File: config.mk
export PLATFORM = sky130hd
export DESIGN_NAME = tagged_record_field_scanner
export DESIGN_NICKNAME = d
export VERILOG_FILES = /design/src/design/trfs_pkg.sv /design/src/design/tagged_record_field_scanner.sv /design/src/design/trfs_varint.sv /design/src/design/trfs_core.sv
export SDC_FILE = /design/constraint.sdc
export NUM_CORES = 1
export LEC_CHECK = 0
export ABC_AREA = 0
export BUFFER_PORTS_ARGS = -buffer_cell sky130_fd_sc_hd__buf_2
export CELL_PAD_IN_SITES_DETAIL_PLACEMENT = 0
export CELL_PAD_IN_SITES_GLOBAL_PLACEMENT = 2
export CORE_MARGIN = 3
export CORE_UTILIZATION = 38
export CTS_CLUSTER_SIZE = 40
export DETAILED_ROUTE_END_ITERATION = 10
export PLACE_DENSITY_LB_ADDON = 0.1
export SLEW_MARGIN = 0
export SYNTH_ARGS = -nofsm -noshare
export SYNTH_HDL_FRONTEND = slang
export SYNTH_SLANG_ARGS = --single-unit
export TNS_END_PERCENT = 5
File: constraint.sdc
create_clock -name aclk -period 7.5 [get_ports aclk]
set_input_delay 2.25 -clock aclk [delete_from_list [all_inputs] [get_ports aclk]]
set_output_delay 2.25 -clock aclk [all_outputs]
set_load 0.02 [all_outputs]
File: src/design/trfs_pkg.sv
package trfs_pkg;

    // Record framing
    localparam int LENGTH_BITS      = 32;
    localparam int MAX_VARINT_BYTES = 10;
    localparam int VIDX_W           = $clog2(MAX_VARINT_BYTES);

    localparam logic [31:0] LEN_MASK =
        (LENGTH_BITS >= 32) ? 32'hffff_ffff : ((32'd1 << LENGTH_BITS) - 32'd1);

    typedef logic [VIDX_W-1:0] vidx_t;

    // Input word command
    localparam logic CMD_BEGIN = 1'b0;
    localparam logic CMD_DATA  = 1'b1;

    // Payload encodings
    localparam logic [2:0] ENC_BYTE    = 3'd0;
    localparam logic [2:0] ENC_VARUINT = 3'd1;
    localparam logic [2:0] ENC_VARSINT = 3'd2;
    localparam logic [2:0] ENC_FIXED4  = 3'd3;
    localparam logic [2:0] ENC_FIXED8  = 3'd4;
    localparam logic [2:0] ENC_FIXED12 = 3'd5;
    localparam logic [2:0] ENC_FIXED16 = 3'd6;
    localparam logic [2:0] ENC_SIZED   = 3'd7;

    // Error codes
    localparam logic [3:0] ERR_NONE        = 4'd0;
    localparam logic [3:0] ERR_OVERFLOW    = 4'd1;
    localparam logic [3:0] ERR_NONCANON    = 4'd2;
    localparam logic [3:0] ERR_OVERLONG    = 4'd3;
    localparam logic [3:0] ERR_ID_ZERO     = 4'd4;
    localparam logic [3:0] ERR_ID_WIDE     = 4'd5;
    localparam logic [3:0] ERR_ID_ORDER    = 4'd6;
    localparam logic [3:0] ERR_SIZED_PAST  = 4'd7;
    localparam logic [3:0] ERR_TRUNCATED   = 4'd8;

    // Outcome of feeding one byte to the varint decoder
    typedef enum logic [1:0] {
        VS_PEND,
        VS_DONE,
        VS_ERR
    } vstat_t;

    typedef struct packed {
        vstat_t      status;
        logic [3:0]  err;
        logic [63:0] acc;
        vidx_t       idx;
    } vstep_t;

    typedef struct packed {
        logic        cmd;
        logic [31:0] record_length;
        logic [7:0]  data_byte;
    } item_t;

    typedef struct packed {
        logic        header_done;
        logic [31:0] cur_id;
        logic [2:0]  encoding;
        logic        payload_done;
        logic [63:0] value;
        logic        record_done;
        logic [3:0]  error_code;
    } result_t;

    // Byte count of the fixed-size encodings
    function automatic logic [4:0] fixed_len(input logic [2:0] enc);
        logic [4:0] len;
        unique case (enc)
            ENC_BYTE:    len = 5'd1;
            ENC_FIXED4:  len = 5'd4;
            ENC_FIXED8:  len = 5'd8;
            ENC_FIXED12: len = 5'd12;
            ENC_FIXED16: len = 5'd16;
            default:     len = 5'd0;
        endcase
        return len;
    endfunction

endpackage

File: src/design/tagged_record_field_scanner.sv
// Tagged record field scanner.
// Input channel (s_*): one word per record byte, or a begin word (s_cmd = 0)
// carrying the record length. Each accepted word produces exactly one
// result word on the output channel (m_*): header/payload/record completion
// flags, current field id and encoding, decoded value and sticky error code.
// Path: an accepted word is first held in the input register; its result
// then moves into the result register and is presented on m_* when the
// result register is free.
// Throughput: one word per cycle while m_ready is high; the whole step for
// a byte is a single pass through the varint merge, id checks and counters
// between the input register and the result register.
// Stall: when m_ready is low, the result register holds and the input
// register keeps one more word; s_ready drops only when both are full.
// Reset (aresetn low, synchronous): both registers empty, no record open,
// field id, encoding and error read as zero; data words before the first
// begin are ignored.
module tagged_record_field_scanner (
    input  logic        aclk,
    input  logic        aresetn,
    input  logic        s_valid,
    output logic        s_ready,
    input  logic        s_cmd,
    input  logic [31:0] s_record_length,
    input  logic [7:0]  s_data_byte,
    output logic        m_valid,
    input  logic        m_ready,
    output logic        m_header_done,
    output logic [31:0] m_cur_id,
    output logic [2:0]  m_encoding,
    output logic        m_payload_done,
    output logic [63:0] m_value,
    output logic        m_record_done,
    output logic [3:0]  m_error_code
);

    logic               in_valid_reg;
    trfs_pkg::item_t    in_item_reg;
    logic               out_valid_reg;
    trfs_pkg::result_t  out_res_reg;
    trfs_pkg::result_t  res_next;
    logic               advance;

    // Input word moves to the result register when that is free
    assign advance = in_valid_reg && (!out_valid_reg || m_ready);
    assign s_ready = !in_valid_reg || advance;

    trfs_core u_core (
        .aclk    (aclk),
        .aresetn (aresetn),
        .fire    (advance),
        .item    (in_item_reg),
        .result  (res_next)
    );

    // Input register
    always_ff @(posedge aclk) begin
        if (!aresetn) begin
            in_valid_reg <= 1'b0;
        end else if (s_ready) begin
            in_valid_reg <= s_valid;
        end
        if (s_ready && s_valid) begin
            in_item_reg.cmd           <= s_cmd;
            in_item_reg.record_length <= s_record_length;
            in_item_reg.data_byte     <= s_data_byte;
        end
    end

    // Result register
    always_ff @(posedge aclk) begin
        if (!aresetn) begin
            out_valid_reg <= 1'b0;
        end else if (advance) begin
            out_valid_reg <= 1'b1;
        end else if (m_ready) begin
            out_valid_reg <= 1'b0;
        end
        if (advance) begin
            out_res_reg <= res_next;
        end
    end

    assign m_valid        = out_valid_reg;
    assign m_header_done  = out_res_reg.header_done;
    assign m_cur_id       = out_res_reg.cur_id;
    assign m_encoding     = out_res_reg.encoding;
    assign m_payload_done = out_res_reg.payload_done;
    assign m_value        = out_res_reg.value;
    assign m_record_done  = out_res_reg.record_done;
    assign m_error_code   = out_res_reg.error_code;

    // An empty result register never blocks the input side
    a_ready_when_empty: assert property (@(posedge aclk) disable iff (!aresetn)
        !m_valid |-> s_ready)
        else $error("s_ready low with empty result register");

    // A clean record end never carries an error
    a_done_clean: assert property (@(posedge aclk) disable iff (!aresetn)
        (m_valid && m_record_done) |-> (m_error_code == trfs_pkg::ERR_NONE))
        else $error("record_done with error code");

    // One byte cannot finish both a header and a payload
    a_hdr_pay_excl: assert property (@(posedge aclk) disable iff (!aresetn)
        m_valid |-> !(m_header_done && m_payload_done))
        else $error("header_done and payload_done together");

    // Completion flags only come with no error
    a_hdr_no_err: assert property (@(posedge aclk) disable iff (!aresetn)
        (m_valid && (m_header_done || m_payload_done))
            |-> (m_error_code == trfs_pkg::ERR_NONE))
        else $error("field completion reported with error");

endmodule

File: src/design/trfs_varint.sv
module trfs_varint (
    input  trfs_pkg::vidx_t  idx_in,
    input  logic [63:0]      acc_in,
    input  logic [7:0]       data_in,
    output trfs_pkg::vstep_t step
);

    logic [6:0] payload;
    logic [6:0] shamt;
    logic       last_byte;

    assign payload   = data_in[6:0];
    // shift = 7 * index
    assign shamt     = {idx_in, 3'b000} - {3'b000, idx_in};
    assign last_byte = (idx_in == trfs_pkg::VIDX_W'(trfs_pkg::MAX_VARINT_BYTES - 1));

    // One LEB128 byte: merge payload, then classify
    always_comb begin
        step.acc    = acc_in | (64'(payload) << shamt);
        step.idx    = idx_in;
        step.err    = trfs_pkg::ERR_NONE;
        step.status = trfs_pkg::VS_PEND;
        if (last_byte && (payload > 7'd1)) begin
            step.status = trfs_pkg::VS_ERR;
            step.err    = trfs_pkg::ERR_OVERFLOW;
        end else if (!data_in[7]) begin
            if ((idx_in != '0) && (payload == 7'd0)) begin
                step.status = trfs_pkg::VS_ERR;
                step.err    = trfs_pkg::ERR_NONCANON;
            end else begin
                step.status = trfs_pkg::VS_DONE;
            end
        end else if (last_byte) begin
            step.status = trfs_pkg::VS_ERR;
            step.err    = trfs_pkg::ERR_OVERLONG;
        end else begin
            step.idx = idx_in + trfs_pkg::VIDX_W'(1);
        end
    end

endmodule

File: src/design/trfs_core.sv
module trfs_core (
    input  logic                aclk,
    input  logic                aresetn,
    input  logic                fire,
    input  trfs_pkg::item_t     item,
    output trfs_pkg::result_t   result
);

    typedef enum logic [2:0] {
        PH_IDLE,
        PH_HEADER,
        PH_VARINT,
        PH_SIZED,
        PH_SKIP,
        PH_CLOSED
    } phase_t;

    phase_t          phase_reg, phase_next;
    trfs_pkg::vidx_t vidx_reg, vidx_next;
    logic [63:0]     acc_reg, acc_next;
    logic [31:0]     last_id_reg, last_id_next;
    logic [2:0]      enc_reg, enc_next;
    logic [31:0]     skip_reg, skip_next;
    logic [31:0]     left_reg, left_next;
    logic [3:0]      sticky_reg, sticky_next;

    trfs_pkg::vstep_t vs;
    logic [31:0]      left_dec;
    logic [31:0]      skip_dec;
    logic [60:0]      hdr_id;
    logic [63:0]      vval;
    logic [31:0]      begin_len;
    logic [3:0]       err;
    logic             hdr_done, pay_done, rec_done;
    logic [63:0]      val;

    trfs_varint u_varint (
        .idx_in  (vidx_reg),
        .acc_in  (acc_reg),
        .data_in (item.data_byte),
        .step    (vs)
    );

    assign left_dec  = (left_reg != '0) ? left_reg - 32'd1 : '0;
    assign skip_dec  = (skip_reg != '0) ? skip_reg - 32'd1 : '0;
    assign hdr_id    = vs.acc[63:3];
    assign begin_len = item.record_length & trfs_pkg::LEN_MASK;
    // zigzag decode for signed varints
    assign vval      = (enc_reg == trfs_pkg::ENC_VARSINT)
                       ? ((vs.acc >> 1) ^ {64{vs.acc[0]}}) : vs.acc;

    // Next state and result for the word in the input register
    always_comb begin
        phase_next   = phase_reg;
        vidx_next    = vidx_reg;
        acc_next     = acc_reg;
        last_id_next = last_id_reg;
        enc_next     = enc_reg;
        skip_next    = skip_reg;
        left_next    = left_reg;
        sticky_next  = sticky_reg;
        err          = trfs_pkg::ERR_NONE;
        hdr_done     = 1'b0;
        pay_done     = 1'b0;
        rec_done     = 1'b0;
        val          = '0;

        if (item.cmd == trfs_pkg::CMD_BEGIN) begin
            vidx_next    = '0;
            acc_next     = '0;
            last_id_next = '0;
            enc_next     = '0;
            skip_next    = '0;
            sticky_next  = trfs_pkg::ERR_NONE;
            left_next    = begin_len;
            if (begin_len == '0) begin
                phase_next = PH_CLOSED;
                rec_done   = 1'b1;
            end else begin
                phase_next = PH_HEADER;
            end
        end else if ((phase_reg != PH_IDLE) && (phase_reg != PH_CLOSED)) begin
            left_next = left_dec;
            unique case (phase_reg)
                PH_HEADER: begin
                    acc_next  = vs.acc;
                    vidx_next = vs.idx;
                    if (vs.status == trfs_pkg::VS_ERR) begin
                        err = vs.err;
                    end else if (vs.status == trfs_pkg::VS_DONE) begin
                        acc_next  = '0;
                        vidx_next = '0;
                        if (hdr_id == '0) begin
                            err = trfs_pkg::ERR_ID_ZERO;
                        end else if (hdr_id[60:32] != '0) begin
                            err = trfs_pkg::ERR_ID_WIDE;
                        end else if (hdr_id[31:0] <= last_id_reg) begin
                            err = trfs_pkg::ERR_ID_ORDER;
                        end else begin
                            last_id_next = hdr_id[31:0];
                            enc_next     = vs.acc[2:0];
                            hdr_done     = 1'b1;
                            if ((vs.acc[2:0] == trfs_pkg::ENC_VARUINT) ||
                                (vs.acc[2:0] == trfs_pkg::ENC_VARSINT)) begin
                                phase_next = PH_VARINT;
                            end else if (vs.acc[2:0] == trfs_pkg::ENC_SIZED) begin
                                phase_next = PH_SIZED;
                            end else begin
                                skip_next  = 32'(trfs_pkg::fixed_len(vs.acc[2:0]));
                                phase_next = PH_SKIP;
                            end
                        end
                    end
                end
                PH_VARINT: begin
                    acc_next  = vs.acc;
                    vidx_next = vs.idx;
                    if (vs.status == trfs_pkg::VS_ERR) begin
                        err = vs.err;
                    end else if (vs.status == trfs_pkg::VS_DONE) begin
                        val        = vval;
                        pay_done   = 1'b1;
                        acc_next   = '0;
                        vidx_next  = '0;
                        phase_next = PH_HEADER;
                    end
                end
                PH_SIZED: begin
                    acc_next  = vs.acc;
                    vidx_next = vs.idx;
                    if (vs.status == trfs_pkg::VS_ERR) begin
                        err = vs.err;
                    end else if (vs.status == trfs_pkg::VS_DONE) begin
                        acc_next  = '0;
                        vidx_next = '0;
                        val       = vs.acc;
                        if ((vs.acc[63:32] != '0) || (vs.acc[31:0] > left_dec)) begin
                            err = trfs_pkg::ERR_SIZED_PAST;
                        end else if (vs.acc[31:0] == '0) begin
                            pay_done   = 1'b1;
                            phase_next = PH_HEADER;
                        end else begin
                            skip_next  = vs.acc[31:0];
                            phase_next = PH_SKIP;
                        end
                    end
                end
                default: begin
                    skip_next = skip_dec;
                    if (skip_dec == '0) begin
                        pay_done   = 1'b1;
                        phase_next = PH_HEADER;
                    end
                end
            endcase

            // last byte of the record must land on a field boundary
            if ((err == trfs_pkg::ERR_NONE) && (left_dec == '0)) begin
                if ((phase_next == PH_HEADER) && (vidx_next == '0)) begin
                    rec_done   = 1'b1;
                    phase_next = PH_CLOSED;
                end else begin
                    err = trfs_pkg::ERR_TRUNCATED;
                end
            end

            // error: record closed until next begin
            if (err != trfs_pkg::ERR_NONE) begin
                sticky_next = err;
                phase_next  = PH_IDLE;
                acc_next    = '0;
                vidx_next   = '0;
                skip_next   = '0;
                hdr_done    = 1'b0;
                pay_done    = 1'b0;
                val         = '0;
            end
        end

        result.header_done  = hdr_done;
        result.cur_id       = last_id_next;
        result.encoding     = enc_next;
        result.payload_done = pay_done;
        result.value        = val;
        result.record_done  = rec_done;
        result.error_code   = sticky_next;
    end

    // Scanner state
    always_ff @(posedge aclk) begin
        if (!aresetn) begin
            phase_reg   <= PH_IDLE;
            vidx_reg    <= '0;
            acc_reg     <= '0;
            last_id_reg <= '0;
            enc_reg     <= '0;
            skip_reg    <= '0;
            left_reg    <= '0;
            sticky_reg  <= trfs_pkg::ERR_NONE;
        end else if (fire) begin
            phase_reg   <= phase_next;
            vidx_reg    <= vidx_next;
            acc_reg     <= acc_next;
            last_id_reg <= last_id_next;
            enc_reg     <= enc_next;
            skip_reg    <= skip_next;
            left_reg    <= left_next;
            sticky_reg  <= sticky_next;
        end
    end

endmodule
Word-level counts from Yosys, hierarchy flattened. Cells that the tools add are included.

Bits in registers: 323. Input port bits: 45. Output and inout port bits: 108.

Add/subtract/negate cells: 4. Shifts and indexed selects: 1. Multiplexer cells: 122. $lt $le $gt $ge: 3. Bitwise logic cells: 6. Equality and inequality tests: 30. Reduce and logical (&&, ||, !) cells: 36.

Operators with widths (count): 2-to-1 mux 32 bit (26); 2-to-1 mux 64 bit (11); logical NOT 32 bit (4); case mux 64 bit (2 select lines) (1); 2-to-1 mux 4 bit (27); 2-to-1 mux 3 bit (32); case mux 32 bit (3 select lines) (1); nonzero test 32 bit (3); bitwise OR 64 bit (1); << shifter 7 x 7 -> 64 bit (1); subtractor 32 x 1 -> 32 bit (second input constant) (2); bitwise XOR 63 x 64 -> 64 bit (1); logical NOT 61 bit (1); inequality test 4 bit (second input constant) (9); > comparator 32 bit (1); <= comparator 32 bit (1); nonzero test 29 bit (1); case mux 5 bit (5 select lines) (1); 2-to-1 mux 6 bit (3); == test 3 x 2 -> 1 bit (second input constant) (5); 2-to-1 mux 1 bit (15); AND reduction 14 bit (1); == test 3 bit (second input constant) (4); case mux 4 bit (3 select lines) (1); 28 further kinds (49).

Depth between registers and ports, before layout. Gate-level depths: netlist of run 1.

Word-level depth: 24. Mapped depth: 29. Gate-level depth less buffers: 22.

By module. A second synthesis of run 1 with hierarchy kept.

Cells, all modules: 2077. Area total of the unflattened synthesis: 18848.1 um^2.

By module, submodules not included: trfs_core (area each 12697.2 um^2, cells an instance 1687, instances 1); tagged_record_field_scanner (area each 4518.1 um^2, cells an instance 156, instances 1); trfs_varint (area each 1632.8 um^2, cells an instance 234, instances 1).

Least setup slack after synthesis of run 1. Ideal clock, no wire load.

Path type: register to register. Start: register u_core.vidx_reg[1]. End: register u_core.skip_reg[16]. Buffers on the path: 7. Arrival: 6.095 ns. Setup slack: 1.288 ns. Cell stages (with the launch flop): 29. Cells stage by stage: dfxtp_1 > clkbuf_1 > clkbuf_1 > inv_1 > ha_1 > buf_2 > clkbuf_1 > mux4_2 > and2_1 > o21ai_0 > nand2_1 > a21oi_1 > inv_1 > ha_1 > nand4_1 > nor4_1 > nand3_1 > nor3_1 > mux2_1 > o21ai_2 > nor4_4 > nand3b_1 > a221o_1 > a31o_1 > buf_6 > a41o_1 > buf_2 > buf_6 > a22o_1.

Word-level cells in the longest chain between the ends: 24.

Ends and longest elaborated chain: start, declared (line trfs_core.sv:19) `trfs_pkg::vidx_t vidx_reg, vidx_next;`; start signal, assigned (line trfs_core.sv:202) `vidx_reg <= vidx_next;`; parallel branches: the longest is 24 deep, another holds <= comparator 32 bit; end signal, assigned (line trfs_core.sv:206) `skip_reg <= skip_next;`; end, declared (line trfs_core.sv:23) `logic [31:0] skip_reg, skip_next;`.

Parallel ways; which one is timed is not known. The select of a mux whose other input is x is not followed. A chain may end at the register's enable or synchronous reset.

Final worst setup path of run 1.
Start: register u_core.vidx_reg[0]. End: register u_core.acc_reg[14].

Word-level cells in the longest chain between the ends: 24.

Ends and longest elaborated chain: parallel branches: the longest is 24 deep, another holds <= comparator 32 bit; end signal, assigned (line trfs_core.sv:203) `acc_reg <= acc_next;`; end, declared (line trfs_core.sv:20) `logic [63:0] acc_reg, acc_next;`.

Parallel ways; which one is timed is not known. The select of a mux whose other input is x is not followed.

==> results of run 1 <==
==> cells in the final DEF, fill, tap and decap left out, types with 73 or more instances in the layout <==
master    count
nor2_1      260
inv_1        93
dfxtp_1     176
edfxtp_1    147
xnor2_1      94
a21oi_1     155
a211oi_1    129
buf_2       152
buf_4       103
nand4_1      74
ha_1         73
nand2_1     225
mux2i_1      88
==> stage by stage <==
| stage | power, mW | hold WS, ns | util (%) | instances |
|---|---|---|---|---|
| CTS | 6.79 | 0.456 | 44.6 | 3153 |
| global placement | 4.84 | 0.441 | 42.2 | 3083 |
| detailed placement | 4.84 | 0.446 | 42.2 | 3083 |
| global route | 6.89 | 0.482 | 44.6 | 3153 |
| floorplan | 4.32 | 0.434 | - | 2318 |
| finish | 6.75 | 0.460 | 44.6 | 3153 |
==> path summary, 6_finish.rpt <==
| check | end | slack, ns | cells past startpoint |
|---|---|---|---|
| min reg2reg | u_core.acc_reg[32] | 0.46 | 2 |
| max | u_core.acc_reg[14] | 0.27 | 24 |
| max reg2reg | u_core.acc_reg[14] | 0.27 | 24 |
| min | u_core.acc_reg[32] | 0.46 | 2 |
==> timing repair <==
action | CTS | global route
endpoints found under the setup margin | 0 | 127
resized for setup | 0 | 4
hold buffers | 0 | 0
==> per-layer routing <==
layer  track usage, %  vias to the layer above
li1                 -                     8796
met1             38.2                     9050
met2             43.2                      662
met3             4.26                      162
met4             9.81                        0
met5                0                        -
==> worst reg2reg max path: stages (launching register included) <==
cell      delay (ns)
dfxtp_1         0.43
inv_2           0.15
ha_1            0.37
xnor2_2         0.46
nor2_1          0.09
o21ai_0         0.54
o22ai_1         0.36
a21oi_1         0.38
buf_4           0.26
inv_1           0.20
ha_1            0.36
nand4_1         0.12
nor4_1          0.47
nand3_1         0.18
nor3_1          0.22
mux2_1          0.21
o21ai_2         0.09
nor4_4          0.30
nand3b_1        0.13
a221o_1         0.43
a31o_2          0.36
buf_4           0.23
a31oi_4         0.25
buf_12          0.32
mux2i_1         0.25
==> power groups by stage <==
stage	logic (mW)	clock network, mW	registers (mW)
final	2.84	1.88	2.02
after global routing	2.89	1.98	2.02
after CTS	2.84	1.92	2.02
after detailed placement	2.79	0	2.05
after global placement	2.79	0	2.05
after floorplan	2.27	0	2.05
==> cell families (layout without fill, tap and decap cells) <==
group,after synthesis,count (layout),synth area share [%]
AND/OR/NAND/NOR,877,877,21.3
flip-flops,323,323,39.7
XOR/XNOR,107,107,4.69
AO/OA/AOI/OAI,560,560,18.6
buffers and inverters,276,431,5.66
multiplexers,101,101,5.36
adder cells (fa/ha/maj),74,74,4.63
==> cell type report <==
| cell class | count | area, um2 |
|---|---|---|
| clock buffers | 57 | 1110 |
| clock inverters | 13 | 120 |
| fillers | 5196 | 28700 |
| inverters | 99 | 378 |
| multi-input cells | 1719 | 11000 |
| flip-flops and latches | 323 | 7940 |
| well taps | 680 | 851 |
| repair buffers | 262 | 1670 |
==> metrics.md, run 1 <==
| Metric | Value |
|---|---|
| Status | `completed` |
| Yosys warning count | `0` |
| RSZ-0062 raised after global routing | `no` |
| Worst min path class | `reg2reg` |
| Post-layout nets | `2563` |
| Worst path bufs/invs | `5` |
| Leakage | `8.43 nW` |
| Initial Util | `38.7%` |
| First-pass GRT wire length | `116000 um` |
| Clock root buffer | `clkbuf_16` |
| Wire length on met1 | `35500 um` |
| Max cap viols | `0` |
| Total GRT Usage | `27.4%` |
| Initial antenna violation count | `0` |
| Async SR Flop Fraction | `0%` |
| Setup CP Type | `reg2reg` |
| Area growth, synth to finish | `15.3%` |
| Critical Path RT | `7.99 ns` |
| Clock power frac | `27.9%` |
| CP Capture Type | `flop` |
| Leading area contributor after synthesis | `edfxtp_1` |
| Critical Path Source Type | `flop` |
| Grt ovf | `0` |
| Flop pwr share | `29.9%` |
| CTS Buf Count | `39` |
| Main area contributors after synthesis | `edfxtp_1, dfxtp_1, nor2_1` |
| Crit path max-delay family | `compound AO/OA/AOI/OAI gates` |
| Post-synthesis sequential area ratio | `39.7%` |
| Avg Cell Area, Syn | `8.63 um2` |
| Post-Syn Instances | `2318` |
| I/O pin count | `153` |
| Yosys reg bits | `323` |
| Synth Net Count | `2437` |
| Worst path cell trace | `inv_2, ha_1, xnor2_2, nor2_1, o21ai_0, o22ai_1, a21oi_1, buf_4, inv_1, ha_1, nand4_1, nor4_1, nand3_1, nor3_1, mux2_1, o21ai_2, nor4_4, nand3b_1, a221o_1, a31o_2, buf_4, a31oi_4, buf_12, mux2i_1` |
| WL final | `79100 um` |
| Fin Setup TNS | `0 ns` |
| Wire length on met2 | `35500 um` |
| Vias per inst | `5.92` |
| Comb pwr share | `42.2%` |
| Final count of hold timing violations | `0` |
| Finish-stage setup viols | `0` |
| Placement Rows | `83` |
| Top cell type's share of synthesized area | `22.1%` |
| Cell area after layout | `23100 um2` |
| Die height | `235 um` |
| Wire per inst | `25.1 um` |
| Drt first pass iters | `6` |
| RePlAce Congestion | `0.915` |
| Pwr/cell area | `292 nW/um2` |
| Layout cells sized above 1 | `15.2%` |
| Reg-to-Reg Start | `u_core.vidx_reg[0]` |
| CTS tree | `built` |
| DPL Wire Length | `57500 um` |
| Chip Width | `235 um` |
| Reg clk slew, reported paths | `0.07 ns` |
| Pre-CTS WS | `0.243 ns` |
| Worst Tran Pin Value | `1.12 ns` |
| Arrival time of the worst setup path | `7.72 ns` |
| Minimum clock period after layout | `7.23 ns` |
| Number of synthesized flops with an enable pin | `147` |
| Vias | `18700` |
| Clk sink count | `323` |
| FMAX | `138 MHz` |
| Final WS setup | `0.273 ns` |
| Die area | `55400 um2` |
| Pins Over Slew Limit | `0` |
| Mapped cell area | `20000 um2` |
| Crit-path slowest cell | `o21ai_0` |
| Largest net degree at the start of global routing | `75` |
| Max layer used | `met4` |
| CTS H-Tree Depth | `2` |
| Max incr delay on CP | `0.54 ns` |
| Placed cell areas | `21800 um2` |
| Antenna diode count | `0` |
| Crit. Startpoint | `u_core.vidx_reg[0]` |
| Synth Flop Type | `dfxtp_1` |
| Routed Antenna Nets | `0` |
| Maximum fanout along the worst path | `36` |
| Vias in the first global route | `17700` |
| Clk_lat worst skew | `0.57 ns` |
| Drc violations | `0` |
| Tcrit/Tclk final | `96.4%` |
| Sw Ratio | `39.2%` |
| Int Pwr | `4.10 mW` |
| Hold wc startpoint | `u_core.acc_reg[32]` |
| Final Skew | `0.0204 ns` |
| Met3 Wirelength | `5110 um` |
| Port Buffer Count | `152` |
| Post-CTS setup buffers | `0` |
| Clock buffer depth | `3` |
| Number of DRC markers in iteration 0 | `1819` |
| Synth cell count leaders | `nor2_1, nand2_1, dfxtp_1, a21oi_1, edfxtp_1` |
| Worst relative slew slack | `25.4%` |
| Count leader, synth | `nor2_1` |
| Number of distinct library cells after synthesis | `88` |
| Sw Pwr | `2.65 mW` |
| Worst vdd ir | `0.283 mV` |
| Core area | `51700 um2` |
Note: power is estimated with default switching activity, not from simulation.
==> inputs of run 2 (changes only) <==
--- a/config.mk
+++ b/config.mk
@@ -9,11 +9,11 @@
 export BUFFER_PORTS_ARGS = -buffer_cell sky130_fd_sc_hd__buf_2
 export CELL_PAD_IN_SITES_DETAIL_PLACEMENT = 0
 export CELL_PAD_IN_SITES_GLOBAL_PLACEMENT = 2
-export CORE_MARGIN = 3
+export CORE_MARGIN = 4
 export CORE_UTILIZATION = 38
 export CTS_CLUSTER_SIZE = 40
 export DETAILED_ROUTE_END_ITERATION = 10
-export PLACE_DENSITY_LB_ADDON = 0.1
+export PLACE_DENSITY_LB_ADDON = 0.12
 export SLEW_MARGIN = 0
 export SYNTH_ARGS = -nofsm -noshare
 export SYNTH_HDL_FRONTEND = slang
==> run 2 against run 1 <==
Against the previous run:
- cell count is essentially flat
- routed wire length down 3.8%
- die area is 1.7% higher
- global-route usage is 1.5 points lower
- core utilization grew 0.12 points
- via count up 0.46%
- non-clock buffer count shrank 6
- sequential share of layout area decreased by 0.089 points
- clock-buffer cell count shrank 5
- total power is 0.43% higher
- fmax up 3.7%
- critical path type unchanged
- critical endpoint is now u_core.skip_reg[13]
==> metrics.md, run 2 (synthesis gave the netlist of run 1 again) <==
| Metric | Value |
|---|---|
| # hold bufs at CTS | `0` |
| Cell area after layout | `23100 um2` |
| Port Buffer Count | `152` |
| Crit-path slowest cell | `ha_1` |
| Finish-stage setup viols | `0` |
| Chip Width | `237 um` |
| Worst vdd ir | `0.324 mV` |
| Drt first pass iters | `5` |
| Max cap viols | `0` |
| Commonest non-fill, non-tap cells in the layout | `nor2_1, nand2_1, dfxtp_1` |
| Drc violations | `0` |
| Int Pwr | `4.18 mW` |
| Crit path max-delay family | `simple AND/OR/NAND/NOR gates` |
| Routed Antenna Nets | `0` |
| First-pass GRT wire length | `113000 um` |
| Max incr delay on CP | `0.64 ns` |
| Clk_lat worst skew | `0.58 ns` |
| RSZ-0062 raised after global routing | `no` |
| Clk sink count | `323` |
| Status | `completed` |
| Placed Cells incl. Taps | `3077` |
| Final Skew | `0.0245 ns` |
| Maximum fanout along the worst path | `72` |
| Worst min path class | `reg2reg` |
| Fin util | `44.7%` |
| Grt ovf | `0` |
| Worst hold path cell count | `2` |
| I/O pin count | `153` |
| Worst Tran Pin Value | `1.19 ns` |
| Final non-filler cell total | `3150` |
| CTS H-Tree Depth | `2` |
| Sw Ratio | `38.3%` |
| Placement Rows | `83` |
| Resized cells post-CTS | `0` |
| Clock root buffer | `clkbuf_16` |
| CTS Buf Count | `40` |
| Reg-to-Reg Start | `u_core.vidx_reg[3]` |
| Tot Pwr | `6.77 mW` |
| Die height | `237 um` |
| Clock power frac | `29.7%` |
| Vias per inst | `5.95` |
| Initial antenna violation count | `1` |
| RePlAce Congestion | `0.949` |
| Reg2reg path depth | `23` |
| Core area | `51700 um2` |
| Die area | `56400 um2` |
| Arrival time of the worst setup path | `7.49 ns` |
| Flop pwr share | `29.8%` |
| Comb pwr share | `40.5%` |
| Setup CP Type | `reg2reg` |
| Placed cell areas | `21800 um2` |
| Commonest non-fill, non-tap cell in the layout | `nor2_1` |
| Worst path cell trace | `inv_1, ha_1, nor4_1, o21ai_0, o22ai_1, buf_4, a21oi_1, inv_1, ha_1, nand3_1, nor4_1, nand3_1, nor3_1, mux2_1, o21ai_2, nor4_4, nor2_1, or3_1, nor3_4, buf_12, a41o_1, buf_4, a22o_1` |
| DPL Wire Length | `55600 um` |
| Worst relative slew slack | `20.2%` |
| Antenna diode count | `0` |
| Vias in the first global route | `17600` |
| FMAX | `143 MHz` |
| WL final | `76100 um` |
| Leakage | `8.46 nW` |
| Wire per inst | `24.2 um` |
| Critical Path RT | `8.02 ns` |
| Vias | `18800` |
| Fin Setup TNS | `0 ns` |
| Tcrit/Tclk final | `92.9%` |
| Hold EP | `u_core.acc_reg[20]` |
| Critical Path Source Type | `flop` |
| CP Capture Type | `flop` |
| Worst path bufs/invs | `5` |
| Post-CTS setup buffers | `0` |
| Pwr/cell area | `293 nW/um2` |
| Total GRT Usage | `25.9%` |
| R2R setup slack | `0.53 ns` |
| R2r endpoint | `u_core.skip_reg[13]` |
| Reg clk slew, reported paths | `0.06 ns` |
| Largest net degree at the start of global routing | `75` |
| Pins Over Slew Limit | `0` |
| Hold wc startpoint | `u_core.acc_reg[20]` |
| Initial Util | `38.7%` |
| Clock buffer depth | `3` |
| Layout cells sized above 1 | `15.3%` |
| Final count of hold timing violations | `0` |
| Post-layout nets | `2558` |
| CTS tree | `built` |
| Fill cell count | `5110` |
| Minimum clock period after layout | `6.97 ns` |
| Sw Pwr | `2.59 mW` |
| Area growth, synth to finish | `15.6%` |
| Number of DRC markers in iteration 0 | `1833` |
run 2: cell type report:
type                            instances  area [um2]  share of cell area (%)
Sequential cell                       323        7940                    34.3
Tap cell                              680         851                    3.68
Multi-Input combinational cell       1719       11000                    47.5
Clock inverter                         21         238                    1.03
Clock buffer                           52        1110                    4.79
Inverter                               99         377                    1.63
Timing Repair Buffer                  256        1640                    7.10
run 2: per-stage QoR:
step	hold WS, ns	worst slack, ns
6_report	0.461	0.530
5_1_grt	0.475	0.173
4_1_cts	0.462	0.608
3_5_place_dp	0.453	0.615
3_3_place_gp	0.442	0.683
2_1_floorplan	0.434	1.29
run 2: tightest hold or removal path: cells and delay by family (launching register included):
| family | cells | cell delay [ns] |
|---|---|---|
| flops | 1 | 0.31 |
| simple gates | 1 | 0.05 |
| mux | 1 | 0.05 |
run 2: how the worst max path moves through the flow:
stage          cells after the start  slack [ns]          startpoint                  end
2_1_floorplan                     28        1.29  u_core.vidx_reg[1]  u_core.skip_reg[16]
3_3_place_gp                      24        0.68  u_core.vidx_reg[0]          m_value[13]
3_5_place_dp                      24        0.62  u_core.vidx_reg[0]  u_core.skip_reg[23]
4_1_cts                           24        0.61  u_core.vidx_reg[0]  u_core.skip_reg[13]
5_1_grt                           23        0.17  u_core.vidx_reg[3]  u_core.skip_reg[13]
6_report                          23        0.53  u_core.vidx_reg[3]  u_core.skip_reg[13]
run 2: metal layers:
metal / wire length (um) / part of all wire (%) / global-route usage (%) / vias to the layer above
met4: 2130 / 2.8 / 7.64 / 2
met2: 35400 / 46 / 42.1 / 680
met3: 5080 / 6.7 / 3.34 / 116
met5: 13 / 0.017 / 0 / -
met1: 33500 / 44 / 36.3 / 9179
li1: - / - / - / 8779
run 2: power groups by stage:
stage          Combinational [mW]  Clock (mW)  Sequential [mW]
2_1_floorplan                2.27           0             2.05
3_3_place_gp                 2.72           0             2.05
3_5_place_dp                 2.75           0             2.05
4_1_cts                      2.77        2.05             2.02
5_1_grt                      2.86        2.12             2.02
6_report                     2.75        2.01             2.02
==> inputs of run 3 (changes only) <==
--- a/config.mk
+++ b/config.mk
@@ -13,8 +13,9 @@
 export CORE_UTILIZATION = 38
 export CTS_CLUSTER_SIZE = 40
 export DETAILED_ROUTE_END_ITERATION = 10
+export MAX_ROUTING_LAYER = met4
 export PLACE_DENSITY_LB_ADDON = 0.12
-export SLEW_MARGIN = 0
+export SLEW_MARGIN = 5
 export SYNTH_ARGS = -nofsm -noshare
 export SYNTH_HDL_FRONTEND = slang
 export SYNTH_SLANG_ARGS = --single-unit
==> run 3 against run 2 <==
Against the previous run:
- total power grew 2.3%
- worst hold slack gained 0.00070 ns
- critical path type unchanged
- combinational power grew 2%
==> metrics.md, run 3 (synthesis gave the netlist of run 1 again) <==
| Metric | Value |
|---|---|
| R2R setup slack | `0.40 ns` |
| Layout cells sized above 1 | `15.6%` |
| Max cap viols | `0` |
| Drc violations | `0` |
| Clk sink count | `323` |
| Area growth, synth to finish | `16.2%` |
| WHS | `0.462 ns` |
| Maximum fanout along the worst path | `34` |
| Die area | `56400 um2` |
| Reg-to-Reg Start | `u_core.vidx_reg[0]` |
| Worst relative slew slack | `21.6%` |
| Die height | `237 um` |
| Vias in the first global route | `17500` |
| FMAX | `141 MHz` |
| DPL Wire Length | `57100 um` |
| Post-layout nets | `2564` |
| Cell area after layout | `23200 um2` |
| Worst Tran Pin Value | `1.17 ns` |
| Clk_lat worst skew | `0.58 ns` |
| Clock root buffer | `clkbuf_16` |
| Vias | `18800` |
| Pwr/cell area | `298 nW/um2` |
| Fin Setup TNS | `0 ns` |
| Placement Rows | `83` |
| Initial Util | `38.7%` |
| Port Buffer Count | `152` |
| # hold bufs at CTS | `0` |
| Crit. Startpoint | `u_core.vidx_reg[0]` |
| Final non-filler cell total | `3161` |
| Routed Antenna Nets | `0` |
| Chip Width | `237 um` |
| Reg clk slew, reported paths | `0.06 ns` |
| Fin util | `44.9%` |
| CTS H-Tree Depth | `2` |
| CTS tree | `built` |
| RePlAce Congestion | `0.941` |
| Final Skew | `0.0241 ns` |
| Placed Cells incl. Taps | `3082` |
| I/O pin count | `153` |
| Crit-path slowest cell | `ha_1` |
| Critical Path Source Type | `flop` |
| Minimum clock period after layout | `7.10 ns` |
| Tot Pwr | `6.93 mW` |
| Tcrit/Tclk final | `94.6%` |
| Final WS setup | `0.403 ns` |
| Number of DRC markers in iteration 0 | `1894` |
| Reg2reg path depth | `24` |
| Largest net degree at the start of global routing | `76` |
| Total GRT Usage | `27.2%` |
| Worst min path class | `reg2reg` |
| Fill cell count | `5149` |
| Setup CP Type | `reg2reg` |
| Resized cells post-CTS | `0` |
| Core area | `51700 um2` |
| Arrival time of the worst setup path | `7.58 ns` |
| Final count of hold timing violations | `0` |
| Worst vdd ir | `0.331 mV` |
| Vias per inst | `5.94` |
| R2r endpoint | `u_core.acc_reg[48]` |
| Max incr delay on CP | `0.63 ns` |
| Worst path cell trace | `inv_2, ha_1, mux4_2, and2_1, nor2_1, o32ai_1, buf_4, a21oi_1, inv_1, ha_1, nand4_1, nor4_1, nand3_1, nor3_1, mux2_1, o21ai_2, nor4_4, nand3b_1, a221o_1, a31o_2, buf_4, a31oi_4, buf_12, mux2i_1` |
| Initial antenna violation count | `3` |
| Wire per inst | `24.5 um` |
| Leakage | `8.51 nW` |
| Drt first pass iters | `5` |
| Placed cell areas | `21800 um2` |
| Critical Path RT | `7.98 ns` |
| RSZ-0062 raised after global routing | `no` |
| Worst Setup EP | `u_core.acc_reg[48]` |
| Status | `completed` |
| Commonest non-fill, non-tap cells in the layout | `nor2_1, nand2_1, dfxtp_1` |
| Grt ovf | `0` |
| WL final | `77500 um` |
| Post-CTS setup buffers | `0` |
| Clock buffer depth | `3` |
| Finish-stage setup viols | `0` |
| First-pass GRT wire length | `114000 um` |
| Commonest non-fill, non-tap cell in the layout | `nor2_1` |
| CP Capture Type | `flop` |
| Pre-CTS WS | `0.487 ns` |
| Pins Over Slew Limit | `0` |
| CTS Buf Count | `41` |
## run 3: cell count changes in the layout (fill, tap and decap cells not counted), sizes merged
cell,change
buf,+5
bufinv,+2
clkinv,-2
diode,+4
inv,+2
## run 3: per-layer routing
layer  wire [um]  track usage, %  vias to the layer above
met3        5030            4.69                      162
met2       35200            41.7                      684
met4        2860            9.43                        0
li1            -               -                     8792
met5           0               -                        -
met1       34400            36.6                     9124
## run 3: final cells by class
class,instances,area [um2],share of cell area [%]
Antenna cell,4,10.0,0.0431
Clock buffer,52,1120,4.81
Clock inverter,23,300,1.29
Inverter,99,378,1.63
Multi-Input combinational cell,1719,11000,47.2
Sequential cell,323,7940,34.2
Tap cell,680,851,3.66
Timing Repair Buffer,261,1670,7.17
## run 3: power breakdown
group          internal, mW  switching [mW]  leakage (nW)  total (mW)
Combinational          1.09            1.71          4.98        2.80
Sequential             1.93          0.0930          2.84        2.02
Clock                  1.27           0.839         0.692        2.11
## run 3: critical path: cells and delay by family (launching register included)
family | cells | cell delay, ns
AND/OR/NAND/NOR | 8 | 2.10
AO/OA/AOI/OAI | 6 | 1.53
buffers and inverters | 5 | 1.07
adder cells (fa/ha/maj) | 2 | 1.01
multiplexers | 3 | 0.88
flip-flops | 1 | 0.38
## run 3: how the worst min path moves through the flow
| stage | startpoint | end | slack [ns] | cells past startpoint |
|---|---|---|---|---|
| detailed placement | u_core.acc_reg[48] | u_core.acc_reg[48] | 0.45 | 2 |
| global route | u_core.acc_reg[50] | u_core.acc_reg[50] | 0.47 | 2 |
| finish | u_core.acc_reg[50] | u_core.acc_reg[50] | 0.46 | 2 |
| global placement | u_core.acc_reg[48] | u_core.acc_reg[48] | 0.44 | 2 |
| floorplan | u_core.acc_reg[32] | u_core.acc_reg[32] | 0.43 | 2 |
| CTS | u_core.acc_reg[50] | u_core.acc_reg[50] | 0.46 | 2 |
